### config.mk
export PLATFORM = sky130hd
export DESIGN_NAME = stp_ctrl
export DESIGN_NICKNAME = d
export VERILOG_FILES = /design/src/hdl/stp_pkg.sv /design/src/hdl/stp_ctrl.sv
export SDC_FILE = /design/constraint.sdc
export NUM_CORES = 1
export LEC_CHECK = 0
export ABC_AREA = 0
export BUFFER_PORTS_ARGS = -buffer_cell sky130_fd_sc_hd__buf_2
export CAP_MARGIN = 40
export CORE_MARGIN = 2
export CORE_UTILIZATION = 45
export CTS_BUF_LIST = sky130_fd_sc_hd__clkbuf_4
export DETAILED_ROUTE_END_ITERATION = 10
export PLACE_DENSITY = 0.77
export SLEW_MARGIN = 20
export SYNTH_ARGS = -nofsm -noshare
export SYNTH_HDL_FRONTEND = slang
export SYNTH_SLANG_ARGS = --single-unit
### constraint.sdc
create_clock -name clk -period 2.5 [get_ports clk]
set_input_delay 0.125 -clock clk [delete_from_list [all_inputs] [get_ports clk]]
set_output_delay 0.125 -clock clk [all_outputs]
set_load 0.02 [all_outputs]
### src/hdl/stp_pkg.sv
package stp_pkg;

	localparam int TABLE_DEPTH = 64;
	localparam int IDX_W       = $clog2(TABLE_DEPTH);
	localparam int CNT_W       = $clog2(TABLE_DEPTH + 1);
	localparam int VAL_W       = 32;
	localparam int OUT_CNT_W   = 7;
	localparam int DIV_W       = 17;
	localparam int DIV_BITS    = 2;
	localparam int DIV_STEPS   = VAL_W / DIV_BITS;
	localparam int DCNT_W      = $clog2(DIV_STEPS);

	typedef enum logic {
		ACT_ADD    = 1'b0,
		ACT_REMOVE = 1'b1
	} action_t;

	typedef enum logic [1:0] {
		STAT_OK      = 2'd0,
		STAT_MISSING = 2'd1,
		STAT_FULL    = 2'd2
	} status_t;

	typedef struct packed {
		logic load;
		logic mark_prime;
		logic mark_comp;
		logic div_init;
		logic div_step;
		logic next_div;
		logic scan_init;
		logic scan_sel;
		logic scan_rd;
		logic scan_chk;
		logic set_full;
		logic set_missing;
		logic out_load;
	} stp_cmd_t;

	typedef struct packed {
		logic below_two;
		logic sq_over;
		logic div_last;
		logic rem_zero;
		logic scan_end;
		logic is_add;
		logic full;
		logic prime;
		logic found;
		logic sel;
		logic out_free;
	} stp_sts_t;

endpackage

### src/hdl/stp_ctrl.sv
module stp_ctrl (
	input  logic              clk,
	input  logic              arst_n,
	input  logic              in_valid,
	output logic              in_ready,
	input  stp_pkg::stp_sts_t sts,
	output stp_pkg::stp_cmd_t cmd
);
	import stp_pkg::*;

	typedef enum logic [7:0] {
		ST_IDLE     = 8'b0000_0001,
		ST_TEST     = 8'b0000_0010,
		ST_DIV      = 8'b0000_0100,
		ST_CHK      = 8'b0000_1000,
		ST_TBL      = 8'b0001_0000,
		ST_SCAN_RD  = 8'b0010_0000,
		ST_SCAN_CHK = 8'b0100_0000,
		ST_DONE     = 8'b1000_0000
	} state_t;

	state_t state_q;
	state_t state_d;

	always_comb begin
		state_d  = state_q;
		cmd      = '0;
		in_ready = 1'b0;
		case (state_q)
			ST_IDLE: begin
				in_ready = 1'b1;
				if (in_valid) begin
					cmd.load = 1'b1;
					state_d  = ST_TEST;
				end
			end
			ST_TEST: begin
				if (sts.below_two) begin
					cmd.mark_comp = 1'b1;
					state_d       = ST_TBL;
				end else if (sts.sq_over) begin
					cmd.mark_prime = 1'b1;
					state_d        = ST_TBL;
				end else begin
					cmd.div_init = 1'b1;
					state_d      = ST_DIV;
				end
			end
			ST_DIV: begin
				cmd.div_step = 1'b1;
				if (sts.div_last) begin
					state_d = ST_CHK;
				end
			end
			ST_CHK: begin
				if (sts.rem_zero) begin
					cmd.mark_comp = 1'b1;
					state_d       = ST_TBL;
				end else begin
					cmd.next_div = 1'b1;
					state_d      = ST_TEST;
				end
			end
			ST_TBL: begin
				if (sts.is_add && sts.full) begin
					cmd.set_full = 1'b1;
					state_d      = ST_DONE;
				end else begin
					cmd.scan_init = 1'b1;
					cmd.scan_sel  = 1'b0;
					state_d       = ST_SCAN_RD;
				end
			end
			ST_SCAN_RD: begin
				cmd.scan_rd = 1'b1;
				if (sts.scan_end) begin
					if (!sts.sel && sts.prime && (sts.is_add || sts.found)) begin
						cmd.scan_init = 1'b1;
						cmd.scan_sel  = 1'b1;
						state_d       = ST_SCAN_RD;
					end else begin
						cmd.set_missing = !sts.sel && !sts.is_add && !sts.found;
						state_d         = ST_DONE;
					end
				end else begin
					state_d = ST_SCAN_CHK;
				end
			end
			ST_SCAN_CHK: begin
				cmd.scan_chk = 1'b1;
				state_d      = ST_SCAN_RD;
			end
			ST_DONE: begin
				if (sts.out_free) begin
					cmd.out_load = 1'b1;
					state_d      = ST_IDLE;
				end
			end
			default: begin
				state_d = ST_IDLE;
			end
		endcase
	end

	always_ff @(posedge clk or negedge arst_n) begin
		if (!arst_n) begin
			state_q <= ST_IDLE;
		end else begin
			state_q <= state_d;
		end
	end

endmodule

==> flow_metrics.env <==
export IMPL_status="finished clean"
export IMPL_firstDrtPassIters=4
export IMPL_met3_usage_pct=1.630
export IMPL_viasPerCell=5.504
export IMPL_synthCells=68
export IMPL_io_pins=28
export IMPL_synth_area_um2=620.6
export IMPL_regArea_um2=201.4
export IMPL_hpwl_um=1123
export IMPL_power_total_uw=558.6
export IMPL_top_register="state_q"
export IMPL_start_util_pct=47.69
export IMPL_grt_use_met2_pct=29.30
export IMPL_r2r_cells=4
export IMPL_layout_drive_gt1_share_pct=42.00
export IMPL_die_y_um=41.14
export IMPL_dieArea_um2=1692
export IMPL_post_route_period_util_pct=78.26
export IMPL_antenna_found_initial=0
export IMPL_cts_sinks=8
export IMPL_cts_tree="yes"
export IMPL_chipWidth_um=41.14
export IMPL_crit_fanout=6
export IMPL_use_met1_pct=28.38
export IMPL_reg2reg_from="state_q[1]"
export IMPL_setup_viol=0
export IMPL_startpoint="state_q[1]"
export IMPL_synth_nets=82
export IMPL_gp_congestion=0.7641
export IMPL_multi_input_area_um2=415.4
export IMPL_start_kind="flip-flop"
export IMPL_drt_iter0_drc=9
export IMPL_grt_max_degree=9
export IMPL_rsz0062_at_grt="no"
export IMPL_worst_pin_slew_ns=0.4355
export IMPL_worst_hold_path_type="in -> reg"
export IMPL_cts_root_buf="clkbuf_4"
export IMPL_io_buffer_count=27
export IMPL_synthDistinctLibCells=37
export IMPL_overflow=0
export IMPL_hold_viol=0
export IMPL_skew_ns=0.01305
export IMPL_antennaDiodeCount=0
export IMPL_ant_nets=0
export IMPL_clkLatencyLatePin_ns=0.25
export IMPL_crit_end="cmd[1]"
export IMPL_vdd_drop_max_v=0.0004731
export IMPL_finalWirelength_um=1373
export IMPL_clk_pin_slew_ns=0.06
export IMPL_groute_usage_overall_pct=19.68
export IMPL_slew_headroom_pct=70.70
export IMPL_drc_errors=0
export IMPL_post_cts_buffers=0
export IMPL_p_leak_uw=0.0004193
export IMPL_drv_cap=0
export IMPL_ys_ff_latch=8
export IMPL_grt_busiest_layer="met2"
export IMPL_nets=115
export IMPL_grt_pass1_vias=511
export IMPL_post_cts_resized=0
export IMPL_slew_viol_final=0
export IMPL_reg_largest_list="state_q (8)"
export IMPL_worst_setup_path_end_kind="primary output"
export IMPL_crit_required_ns=2.38
export IMPL_grt_pass1_wl_um=2132
export IMPL_worstPathArrival_ns=1.83
export IMPL_ys_seq_area_share_pct=32.46
export IMPL_wl_per_cell_um=11.94
export IMPL_largest_reg_flops=8
export IMPL_period_needed_ns=1.957
export IMPL_num_rows=13
export IMPL_coreArea_um2=1301
export IMPL_setup_tns_final_ns=0
export IMPL_max_freq_mhz=511.1
export IMPL_vias=633
export IMPL_r2r_end="state_q[7]"
export IMPL_clockBufferDepth=2
export IMPL_nFillCells=115
export IMPL_ctsHoldBuffers=1
export IMPL_r2r_setup_slack_ns=0.89
export IMPL_power_density_nw_per_um2=685.8
export IMPL_worstSetupPathType="reg -> out"
export IMPL_htree_levels=1
export IMPL_yosys_warnings=0
export IMPL_syn_avg_cell_area_um2=9.126
export IMPL_cts_buffers_inserted=3
export IMPL_area_growth_pct=31.25
## placed cells by master (no fill, tap or decap), drive strengths merged, types with 2 or more instances in the layout
cell    count
nor4b       2
and2        3
buf        27
nor3b       3
and3        4
clkbuf      4
nor3        3
nor2        7
dfrtp       7
nand2       7
nand2b      2
nor4        3
a21oi       5
nor2b       3
## through the flow
| step | worst slack, ns | cell area, um^2 | hold slack [ns] | std cells | util, % |
|---|---|---|---|---|---|
| 2_1_floorplan | 0.6939 | 620.6 | -0.1706 | 68 | - |
| 3_3_place_gp | 0.8483 | 774.5 | -0.03204 | 110 | 59.52 |
| 3_5_place_dp | 0.8249 | 774.5 | -0.02988 | 110 | 59.52 |
| 4_1_cts | 0.5393 | 814.5 | 0.07249 | 115 | 62.60 |
| 5_1_grt | 0.3930 | 814.5 | 0.08020 | 115 | 62.60 |
| 6_report | 0.5435 | 814.5 | 0.08465 | 115 | 62.60 |
## how the worst min path moves through the flow
stage	startpoint	cells after the start	endpoint	slack [ns]
floorplan	arst_n	0	state_q[1]	-0.17
global placement	arst_n	1	state_q[2]	-0.03
detailed placement	arst_n	1	state_q[2]	-0.03
CTS	sts[6]	2	state_q[6]	0.07
global route	sts[6]	2	state_q[6]	0.08
finish	sts[6]	2	state_q[6]	0.08
## layout make-up
cell class                      count  area share (%)
Clock buffer                        4           3.687
Inverter                            1          0.4608
Multi-Input combinational cell     59           51.00
Sequential cell                     8           24.73
Tap cell                           15           2.304
Timing Repair Buffer               28           17.82
## critical path, stage by stage (launching register included)
cell and delay [ns]:
dfrtp_1 0.46, nor4_4 0.44, and3_1 0.27, nand2_1 0.10
nor4_2 0.12, buf_2 0.20
## power by group
part           switching [uW]  total, uW  internal [uW]
Sequential               38.6        193            154
Combinational             135        253            117
Clock                    41.1        113           71.7
Total                     215        559            343
## synthesized netlist by cell type, drive strengths merged
master | n | area [um^2]
dfrtp | 7 | 175.2
nand2 | 7 | 28.78
nor2 | 7 | 26.28
a21oi | 5 | 25.02
and3 | 4 | 25.02
and2 | 3 | 18.77
nor2b | 3 | 18.77
nor3 | 3 | 31.28
nor3b | 3 | 22.52
nor4 | 3 | 40.04
nand2b | 2 | 12.51
nor4b | 2 | 23.77
a211oi | 1 | 7.510
a21o | 1 | 7.510
a31oi | 1 | 6.260
and2b | 1 | 8.760
and4b | 1 | 10.01
and4bb | 1 | 12.51
dfstp | 1 | 26.28
inv | 1 | 3.750
nand3 | 1 | 5.000
nand4b | 1 | 8.760
nand4bb | 1 | 11.26
o21ai | 1 | 5.000
o21bai | 1 | 7.510
o22ai | 1 | 6.260
o32ai | 1 | 8.760
or2b | 1 | 8.760
or3b | 1 | 8.760
or4 | 1 | 11.26
xor2 | 1 | 8.760
## per-layer routing
| metal | share of wire (%) | up-vias |
|---|---|---|
| li1 | - | 322 |
| met1 | 45 | 300 |
| met2 | 52 | 9 |
| met3 | 1.7 | 2 |
| met4 | 0.58 | 0 |
| met5 | 0 | - |
## kinds of logic (layout without fill, tap and decap cells)
logic type	count (synthesis)	in the layout	share of synthesized area, %
DFF	8	8	32.46
AOI/OAI and AO/OA	12	12	11.90
xor gates and xnor gates	1	1	1.412
and+or+nand+nor	46	46	53.63
buffers and inverters	1	33	0.6043
Power figures use the tool's default switching activity.
